--- src/cic_particle_deposit_macros.svh ---
// Assertion macros shared by the particle deposition block
`ifndef CIC_PARTICLE_DEPOSIT_MACROS_SVH
`define CIC_PARTICLE_DEPOSIT_MACROS_SVH

// Condition now implies consequence in the same cycle
`define CPD_ASSERT_SAME(label, clk, rst_n, ante, cons, msg) \
    label: assert property (@(posedge clk) disable iff (!rst_n) (ante) |-> (cons)) \
        else $error(msg);

// Condition now implies consequence in the next cycle
`define CPD_ASSERT_NEXT(label, clk, rst_n, ante, cons, msg) \
    label: assert property (@(posedge clk) disable iff (!rst_n) (ante) |=> (cons)) \
        else $error(msg);

`endif

--- src/cpd_pkg.sv ---
// Shared types, codes and constants of the particle deposition block
package cpd_pkg;

    localparam int AXIS_CELLS_MAX_DEF = 16;
    localparam int WEIGHT_WIDTH_DEF   = 32;
    localparam int Q_ONE              = 65536;
    localparam int CFG_IDX_W          = 3;
    localparam int SIZE_W             = 5;

    localparam logic [CFG_IDX_W-1:0] CFG_SIZE_X  = 3'd0;
    localparam logic [CFG_IDX_W-1:0] CFG_SIZE_Y  = 3'd1;
    localparam logic [CFG_IDX_W-1:0] CFG_SIZE_Z  = 3'd2;
    localparam logic [CFG_IDX_W-1:0] CFG_SCALE_X = 3'd3;
    localparam logic [CFG_IDX_W-1:0] CFG_SCALE_Y = 3'd4;
    localparam logic [CFG_IDX_W-1:0] CFG_SCALE_Z = 3'd5;

    localparam logic [1:0] ST_OK       = 2'd0;
    localparam logic [1:0] ST_OUTSIDE  = 2'd1;
    localparam logic [1:0] ST_SAT      = 2'd2;
    localparam logic [1:0] ST_BAD_ADDR = 2'd3;

    typedef enum logic [3:0] {
        OP_NONE,
        OP_SWEEP,
        OP_CAPTURE,
        OP_SIZE,
        OP_MUL,
        OP_MAP,
        OP_CORNER,
        OP_DEP_READ,
        OP_DEP_WRITE,
        OP_CELL_READ,
        OP_CELL_CLEAR,
        OP_FINISH
    } dp_op_t;

    typedef struct packed {
        dp_op_t     op;
        logic [1:0] axis;
        logic [2:0] corner;
    } cmd_t;

    typedef struct packed {
        logic is_read;
        logic outside;
        logic corner_ok;
        logic sweep_done;
    } stat_t;

    function automatic int eff_size(input logic [SIZE_W-1:0] s, input int amax);
        int v;
        v = int'(s);
        if (v == 0)
        begin
            return 1;
        end
        if (v > amax)
        begin
            return amax;
        end
        return v;
    endfunction

endpackage

--- src/cpd_ctrl.sv ---
// Sequencer of the particle deposition block
`include "cic_particle_deposit_macros.svh"

module cpd_ctrl (
    input  logic           clk,
    input  logic           rst_n,
    input  logic           start,
    output logic           busy,
    output logic           done,
    output cpd_pkg::cmd_t  cmd,
    input  cpd_pkg::stat_t stat
);

    typedef enum logic [3:0] {
        S_SWEEP,
        S_IDLE,
        S_SIZE,
        S_MUL,
        S_MAP,
        S_CHECK,
        S_CORNER,
        S_DEP_RD,
        S_DEP_WR,
        S_CELL_RD,
        S_CELL_WR,
        S_FIN
    } state_t;

    state_t     state_reg, state_next;
    logic [1:0] axis_reg, axis_next;
    logic [2:0] corner_reg, corner_next;
    logic       done_reg, done_next;

    always_comb
    begin
        state_next  = state_reg;
        axis_next   = axis_reg;
        corner_next = corner_reg;
        done_next   = 1'b0;
        cmd.op      = cpd_pkg::OP_NONE;
        cmd.axis    = axis_reg;
        cmd.corner  = corner_reg;
        case (state_reg)
            S_SWEEP:
            begin
                cmd.op = cpd_pkg::OP_SWEEP;
                if (stat.sweep_done)
                begin
                    state_next = S_IDLE;
                end
            end
            S_IDLE:
            begin
                if (start)
                begin
                    cmd.op     = cpd_pkg::OP_CAPTURE;
                    state_next = S_SIZE;
                end
            end
            S_SIZE:
            begin
                cmd.op    = cpd_pkg::OP_SIZE;
                axis_next = 2'd0;
                state_next = stat.is_read ? S_CELL_RD : S_MUL;
            end
            S_MUL:
            begin
                cmd.op     = cpd_pkg::OP_MUL;
                state_next = S_MAP;
            end
            S_MAP:
            begin
                cmd.op = cpd_pkg::OP_MAP;
                if (axis_reg == 2'd2)
                begin
                    state_next = S_CHECK;
                end
                else
                begin
                    axis_next  = axis_reg + 2'd1;
                    state_next = S_MUL;
                end
            end
            S_CHECK:
            begin
                corner_next = 3'd0;
                state_next  = stat.outside ? S_FIN : S_CORNER;
            end
            S_CORNER:
            begin
                cmd.op = cpd_pkg::OP_CORNER;
                if (stat.corner_ok)
                begin
                    state_next = S_DEP_RD;
                end
                else if (corner_reg == 3'd7)
                begin
                    state_next = S_FIN;
                end
                else
                begin
                    corner_next = corner_reg + 3'd1;
                end
            end
            S_DEP_RD:
            begin
                cmd.op     = cpd_pkg::OP_DEP_READ;
                state_next = S_DEP_WR;
            end
            S_DEP_WR:
            begin
                cmd.op = cpd_pkg::OP_DEP_WRITE;
                if (corner_reg == 3'd7)
                begin
                    state_next = S_FIN;
                end
                else
                begin
                    corner_next = corner_reg + 3'd1;
                    state_next  = S_CORNER;
                end
            end
            S_CELL_RD:
            begin
                cmd.op     = cpd_pkg::OP_CELL_READ;
                state_next = S_CELL_WR;
            end
            S_CELL_WR:
            begin
                cmd.op     = cpd_pkg::OP_CELL_CLEAR;
                state_next = S_FIN;
            end
            S_FIN:
            begin
                cmd.op     = cpd_pkg::OP_FINISH;
                done_next  = 1'b1;
                state_next = S_IDLE;
            end
            default:
            begin
                state_next = S_IDLE;
            end
        endcase
    end

    always_ff @(posedge clk or negedge rst_n)
    begin
        if (!rst_n)
        begin
            state_reg  <= S_SWEEP;
            axis_reg   <= 2'd0;
            corner_reg <= 3'd0;
            done_reg   <= 1'b0;
        end
        else
        begin
            state_reg  <= state_next;
            axis_reg   <= axis_next;
            corner_reg <= corner_next;
            done_reg   <= done_next;
        end
    end

    assign busy = (state_reg != S_IDLE);
    assign done = done_reg;

    `CPD_ASSERT_NEXT(a_done_single, clk, rst_n, done, !done, "result strobe longer than one cycle")
    `CPD_ASSERT_SAME(a_done_idle, clk, rst_n, done, !busy, "result strobe while busy")
    `CPD_ASSERT_NEXT(a_start_busy, clk, rst_n, start && !busy, busy, "accepted beat did not raise busy")
    `CPD_ASSERT_SAME(a_sweep_busy, clk, rst_n, state_reg == S_SWEEP, busy, "idle during clearing pass")

endmodule

--- config.mk ---
export PLATFORM = sky130hd
export DESIGN_NAME = cpd_ctrl
export DESIGN_NICKNAME = d
export VERILOG_FILES = /design/src/cpd_pkg.sv /design/src/cpd_ctrl.sv
export VERILOG_INCLUDE_DIRS = /design/src /design/src/src
export SDC_FILE = /design/constraint.sdc
export NUM_CORES = 1
export LEC_CHECK = 0
export ABC_AREA = 0
export BUFFER_PORTS_ARGS = -buffer_cell sky130_fd_sc_hd__buf_4
export CAP_MARGIN = 40
export CORE_MARGIN = 2
export CORE_UTILIZATION = 35
export DETAILED_ROUTE_END_ITERATION = 6
export RECOVER_POWER = 100
export SLEW_MARGIN = 20
export SYNTH_ARGS = -nofsm -noshare
export SYNTH_HDL_FRONTEND = slang
export SYNTH_SLANG_ARGS = --single-unit
--- constraint.sdc ---
create_clock -name clk -period 2.1 [get_ports clk]
set_clock_uncertainty 0.1 [all_clocks]
set_input_delay 0.105 -clock clk [delete_from_list [all_inputs] [get_ports clk]]
set_output_delay 0.105 -clock clk [all_outputs]
set_load 0.01 [all_outputs]
After elaboration in Yosys (flattened, before gate mapping) --
Index checks and enable logic that the tools add are counted.
Cells by class: add/subtract/negate cells 2, equal/unequal tests 19, multiplexer cells 17, reduce and logical (&&, ||, !) cells 6
Operators by type and width (number):
- $pmux W4 S11 | 2
- $mux W4 | 7
- $eq A4 B3 Y1 const B | 4
- $eq A4 B4 Y1 const B | 4
- $mux W3 | 3
- $pmux W3 S3 | 1
- $eq A4 B2 Y1 const B | 2
- $ne A2 B2 Y1 const B | 4
- $eq A4 B1 Y1 const B | 1
- $logic_not A4 Y1 | 1
- $mux W2 | 2
- $ne A4 B1 Y1 const B | 1
- $pmux W2 S2 | 1
- $reduce_and A2 Y1 | 2
- $add A3 B1 Y3 const B | 1
- $eq A3 B3 Y1 const B | 1
- $ne A3 B3 Y1 const B | 1
- $reduce_and A3 Y1 | 1
- $reduce_bool A3 Y1 | 1
- $add A2 B1 Y2 const B | 1
- $eq A2 B2 Y1 const B | 1
- $reduce_bool A2 Y1 | 1
- $mux W1 | 1
Word-level totals: bits in registers 10, bits of input ports 7

Longest topological paths before layout --
Gate-level depths: netlist (run 1).
depth after elaboration 4, gate-level depth with buffers 6

Worst setup path before layout (run 1) --
No wires, ideal clock.
path type reg2reg, start point register corner_reg[0], end point register corner_reg[0], setup time 0.129 ns, arrival time 1.393 ns, data required time 1.871 ns, path slack 0.478 ns, cell stages (with the launch flop) 6, path through dfrtp_1 > ha_1 > ha_1 > or2_1 > o21bai_2 > mux2i_1
Between the ends: longest elaborated chain between the ends 4, elaborated cells on any way between the ends 5
Ends and longest elaborated chain:
- start, declared | line cpd_ctrl.sv:31 | logic [2:0] corner_reg, corner_next;
- start signal, assigned | line cpd_ctrl.sv:159 | corner_reg <= corner_next;
- $add A3 B1 Y3 / $eq A3 B3 Y1 (equally long branches)
- $mux W3 * | line cpd_ctrl.sv:96, cpd_ctrl.sv:113
- $mux W3 | line cpd_ctrl.sv:92 | if (stat.corner_ok)
- $pmux W3 S3 * | line cpd_ctrl.sv:43 | case (state_reg)
Mark *: on every way between the ends. The rest lies on a longest branch, timed or not. The select of a mux whose other input is x is not followed. A chain may end at the register's enable or synchronous reset.

==> out/qor.yml, run 1 <==
status: "finished, final reports clean"
max-cap-violations: 0
avgSynthCellArea_um2: 8.41
largest_reg_flops: 4
root_buffer: "clkbuf_4"
cp.arrival_ps: 1760
dieWidth_um: 52.5
nFillCells: 238
grt_pass1_vias: 701
syn_nets: 108
ant_nets: 0
ctsHtreeMaxLevel: 1
fmax_ghz: 0.509
final-setup-viol-count: 0
ys_seq_area_frac: 0.303
grt-ovfl-total: 0
ys_types: 38
tightestPinTransition_ps: 565
reg2reg_depth: 4
postCtsSetupRepairBufs: 0
clockBufferDepth: 2
rrSetupSlack_ps: 310
placed_area_um2: 965
core_um2: 2210
vias: 755
grt_antenna_before_repair: 0
wire_per_inst_um: 12.7
reg2reg_from: "state_reg[1]"
n_antenna_cell: 0
final_cells: 144
synth-edff-count: 0
path_depth: 5
cp.required_ps: 1890
peakVddDrop_v: 0.000678
dieHeight_um: 52.5
p_total_w: 0.00130
startpoint: "state_reg[3]"
rsz0062_at_grt: "no"
clk_latency_ps: 260
num_rows: 17
crit_path_top_delay_cell: "dfrtp_1"
final_nets: 128
cp-start-kind: "flip-flop"
critPathMaxStageDelay_ps: 620
cts.reportedPaths.clkPinSlew_ps: 70
wirelength_um: 1830
dpl.cell_count: 140
period_needed_ps: 1960
crit_end: "cmd[5]"
slew_headroom: 0.623
endpoint_kind: "primary output"
drv_slew: 0
p_per_area_nw_per_um2: 1380
drive_above_1_share: 0.147
drc_errors: 0
path_delay_family: "flip-flops"
grt.total_usage: 0.149
grt_max_degree: 15
cts_resized: 0
drt-initial-drc-count: 23
worstReg2RegEnd: "corner_reg[0]"
portBuffers: 17
io_pins: 18
synth_async_sr_flop_share: 1.00
grt_pass1_wl_um: 3090
hp-class: "input port to flip-flop"
finalHoldViolCount: 0
cts_made_buffers: 3
critPathBufInv: 2
initial_core_util: 0.373
vias_per_cell: 5.24
synth_flop_cell: "dfrtp_1"
synth_seq_cells: 10
design_area_um2: 945
cp_max_fo: 14
netlist_instances: 98
finalCritPeriodShare: 0.935
syn_to_final_growth_pct: 14.6
cts_tree: "built"
critical_path.most_common_cell: "buf_4"
final.setup.tns_ps: 0
dr.pass1.iters: 4
dpl.hpwl_um: 1370
gp_congestion: 0.804
die_area_um2: 2760
crit_chain: "buf_4 -> and2b_1 -> a21oi_1 -> o21ai_0 -> buf_4"
power.leakage_nw: 0.436
synth_area_um2: 825
critPathKind: "flip-flop to primary output"
cts_sinks: 10
final_util: 0.427
yosysWarnings: 0
worst reg2reg max path, stage by stage, from the launching register on:
cell	delay, ps
dfrtp_1	580
clkbuf_1	350
nor2_1	110
o21bai_1	350
mux2i_1	230
cell type report:
class	instances	area, um2	share of cell area
Clock buffer	3	22.5	0.0238
Inverter	7	26.3	0.0278
Multi-Input combinational cell	74	492	0.521
Sequential cell	10	250	0.265
Tap cell	28	35.0	0.0371
Timing Repair Buffer	22	119	0.126
synth_stat cells (2+ instances only):
cell type	instances	area [um2]
a21oi_1	11	55.1
dfrtp_1	10	250
nand2_1	9	33.8
nor2_1	9	33.8
inv_1	6	22.5
o21ai_0	4	20.0
and2b_1	3	22.5
buf_2	3	15.0
ha_1	3	37.5
mux2i_1	3	30.0
nand2b_1	3	18.8
buf_4	2	15.0
buf_6	2	22.5
nor3_1	2	10.0
nor3b_1	2	15.0
o211ai_1	2	15.0
o21ai_1	2	10.0
o41ai_1	2	17.5
through the flow:
stage | hold slack [ps] | worst slack (ps)
floorplan | -291 | 478
global placement | -158 | 445
detailed placement | -157 | 442
CTS | 95.6 | 174
global route | 133 | 37.3
finish | 109 | 136
repair_timing:
action,4_1_cts,5_1_grt
hold buffers,1,0
endpoints found under the setup margin,0,0
endpoints found under the hold margin,10,0
placed cells by master (no fill, tap or decap), types with 2 or more instances in the layout:
cell type	count
clkbuf_1	13
dfrtp_1	10
inv_1	7
nand2b_1	3
nor3_1	2
o21ai_0	5
and2b_1	3
nor2_1	9
clkbuf_4	3
ha_1	3
o41ai_1	2
mux2i_1	3
nor3b_1	2
nand2_1	9
o211ai_1	2
a21oi_1	11
buf_4	8
per-layer routing:
metal	up-vias	track usage	wire length, um
met5	-	0	0
met4	0	0.0641	0
met3	0	0.0114	60
met2	14	0.225	805
met1	353	0.217	962
li1	388	-	-
report_power, final:
group / leakage (nW) / internal (W) / switching (W)
sequential: 0.129 / 0.000261 / 0.000139
clock: 0.0138 / 0.0000660 / 0.0000628
combinational: 0.293 / 0.000359 / 0.000412
total: 0.436 / 0.000685 / 0.000614
worst min path at each step:
stage | start | end | cells past startpoint
detailed placement | rst_n | corner_reg[1] | 1
CTS | rst_n | corner_reg[1] | 2
global placement | rst_n | corner_reg[1] | 1
global route | stat[0] | state_reg[0] | 3
finish | stat[0] | state_reg[0] | 3
floorplan | rst_n | axis_reg[0] | 0
logic make-up after synthesis:
kind of cell	share of synthesized area
adders and majority gates	0.0455
and+or+nand+nor	0.267
DFF	0.303
AOI/OAI and AO/OA	0.238
muxes	0.0501
buffers and inverters	0.0956
No activity file was read; power rests on OpenSTA's default activity.
==> run 2, diff against run 1 <==
Settings changed: CORE_UTILIZATION 35 to 52, PLACE_DENSITY set to 0.74.
==> run 2 against run 1 <==
  * Via count increased by 4.0%
  * Sequential cell count stayed put
  * Cell count is 8.3% lower
  * Non-clock buffer count decreased by 1
  * Design area rose by 0.26%
  * Utilization is 21 points higher
  * Worst setup slack gained 16 ps
  * Routed wire length grew 1.8%
  * Critical path depth is the same
  * Sequential power about the same
  * Maximum frequency grew 0.82%
  * Count of clock-buffer cells in the layout increased by 1
  * Critical path type unchanged
  * Largest cell class unchanged
  * Largest power group unchanged
==> out/qor.yml, run 2 (synthesized netlist as in run 1, its figures left out) <==
status: "finished, final reports clean"
grt_pass1_vias: 765
clk_latency_ps: 270
portBuffers: 17
num_rows: 14
tightestPinTransition_ps: 581
dr.pass1.iters: 4
reg2reg_from: "state_reg[2]"
grt_max_degree: 17
cp.required_ps: 1890
wirelength_um: 1860
clockBufferDepth: 2
peakVddDrop_v: 0.000755
period_needed_ps: 1950
drv_slew: 0
dieHeight_um: 43.8
final.setup.tns_ps: 0
vias_per_cell: 5.95
final_common_cell: "a21oi_1"
postLayoutSetupSlackWorst_ps: 152
grt.total_usage: 0.226
ant_nets: 0
wire_per_inst_um: 14.1
slew_headroom: 0.613
cp.arrival_ps: 1740
cts_sinks: 10
reg2reg_depth: 5
cts_tree: "built"
drive_above_1_share: 0.181
rrSetupSlack_ps: 380
dieWidth_um: 43.8
worstReg2RegEnd: "state_reg[2]"
wl_met1_um: 818
cts_resized: 0
dpl.hpwl_um: 1360
core_um2: 1490
cp_max_fo: 13
met3_length_um: 90
hold_end: "state_reg[0]"
endpoint_kind: "primary output"
power.leakage_nw: 0.448
cts.reportedPaths.clkPinSlew_ps: 80
max-cap-violations: 0
p_per_area_nw_per_um2: 1440
cp-start-kind: "flip-flop"
vias: 785
initial_core_util: 0.554
ctsHtreeMaxLevel: 1
n_antenna_cell: 0
grt-ovfl-total: 0
top_layer_used: "met4"
hp-start: "stat[0]"
hp-class: "input port to flip-flop"
nFillCells: 127
root_buffer: "clkbuf_4"
final_nets: 127
hold_depth: 3
grt_antenna_before_repair: 0
drc_errors: 0
wl_met2_um: 939
gp_congestion: 0.879
largest_reg_flops: 4
final_util: 0.636
rsz0062_at_grt: "no"
critPathKind: "flip-flop to primary output"
grt_pass1_wl_um: 3240
die_area_um2: 1920
fmax_ghz: 0.513
drt-initial-drc-count: 30
io_pins: 18
final-setup-viol-count: 0
place_ws_ps: 419
cts_made_buffers: 3
finalHoldViolCount: 0
whs_ps: 60.9
finalCritPeriodShare: 0.928
layout_common_cells: "a21oi_1 (11), dfrtp_1 (10), clkbuf_1 (10), buf_4 (10)"
syn_to_final_growth_pct: 14.9
-- run 2: power breakdown --
| group | leakage (nW) | internal (W) | switching [W] | total (W) |
|---|---|---|---|---|
| registers | 0.129 | 0.000260 | 0.000139 | 0.000399 |
| logic | 0.298 | 0.000372 | 0.000415 | 0.000787 |
| clock network | 0.0210 | 0.000105 | 0.0000763 | 0.000182 |
-- run 2: worst max-delay path by stage --
stage / cells past startpoint / slack (ps) / endpoint / from
after CTS: 5 / 160 / cmd[5] / state_reg[2]
after global placement: 5 / 430 / state_reg[2] / state_reg[2]
after global routing: 5 / 40 / cmd[5] / state_reg[2]
after floorplan: 5 / 480 / corner_reg[0] / corner_reg[0]
final: 5 / 150 / cmd[5] / state_reg[2]
after detailed placement: 5 / 420 / state_reg[2] / state_reg[2]
-- run 2: per-layer routing --
layer / vias up / global-route usage
met4: 0 / 0.109
li1: 387 / -
met3: 3 / 0.0417
met2: 22 / 0.362
met1: 373 / 0.290
met5: - / 0
-- run 2: area by class of cell --
class / count / area, um2 / share of cell area
Timing Repair Buffer: 21 / 123 / 0.129
Sequential cell: 10 / 250 / 0.264
Inverter: 7 / 26.3 / 0.0277
Clock buffer: 4 / 36.3 / 0.0383
Tap cell: 16 / 20.0 / 0.0211
Multi-Input combinational cell: 74 / 492 / 0.519
-- run 2: critical path: stages, from the launching register on --
cell	delay, ps
dfrtp_1	620
buf_4	260
and2b_1	200
a21oi_1	80
o21ai_0	160
buf_4	150
-- run 2: repair_timing --
action | 4_1_cts | 5_1_grt
buffers inserted | 0 | 0
hold endpoints to repair | 10 | 0
hold buffers | 1 | 0
-- run 2: per-stage QoR --
stage / power (W) / std cells / instance area (um2)
floorplan: 0.00100 / 98 / 825
global placement: 0.00122 / 127 / 942
detailed placement: 0.00123 / 127 / 942
CTS: 0.00142 / 132 / 988
global route: 0.00150 / 132 / 947
finish: 0.00137 / 132 / 947
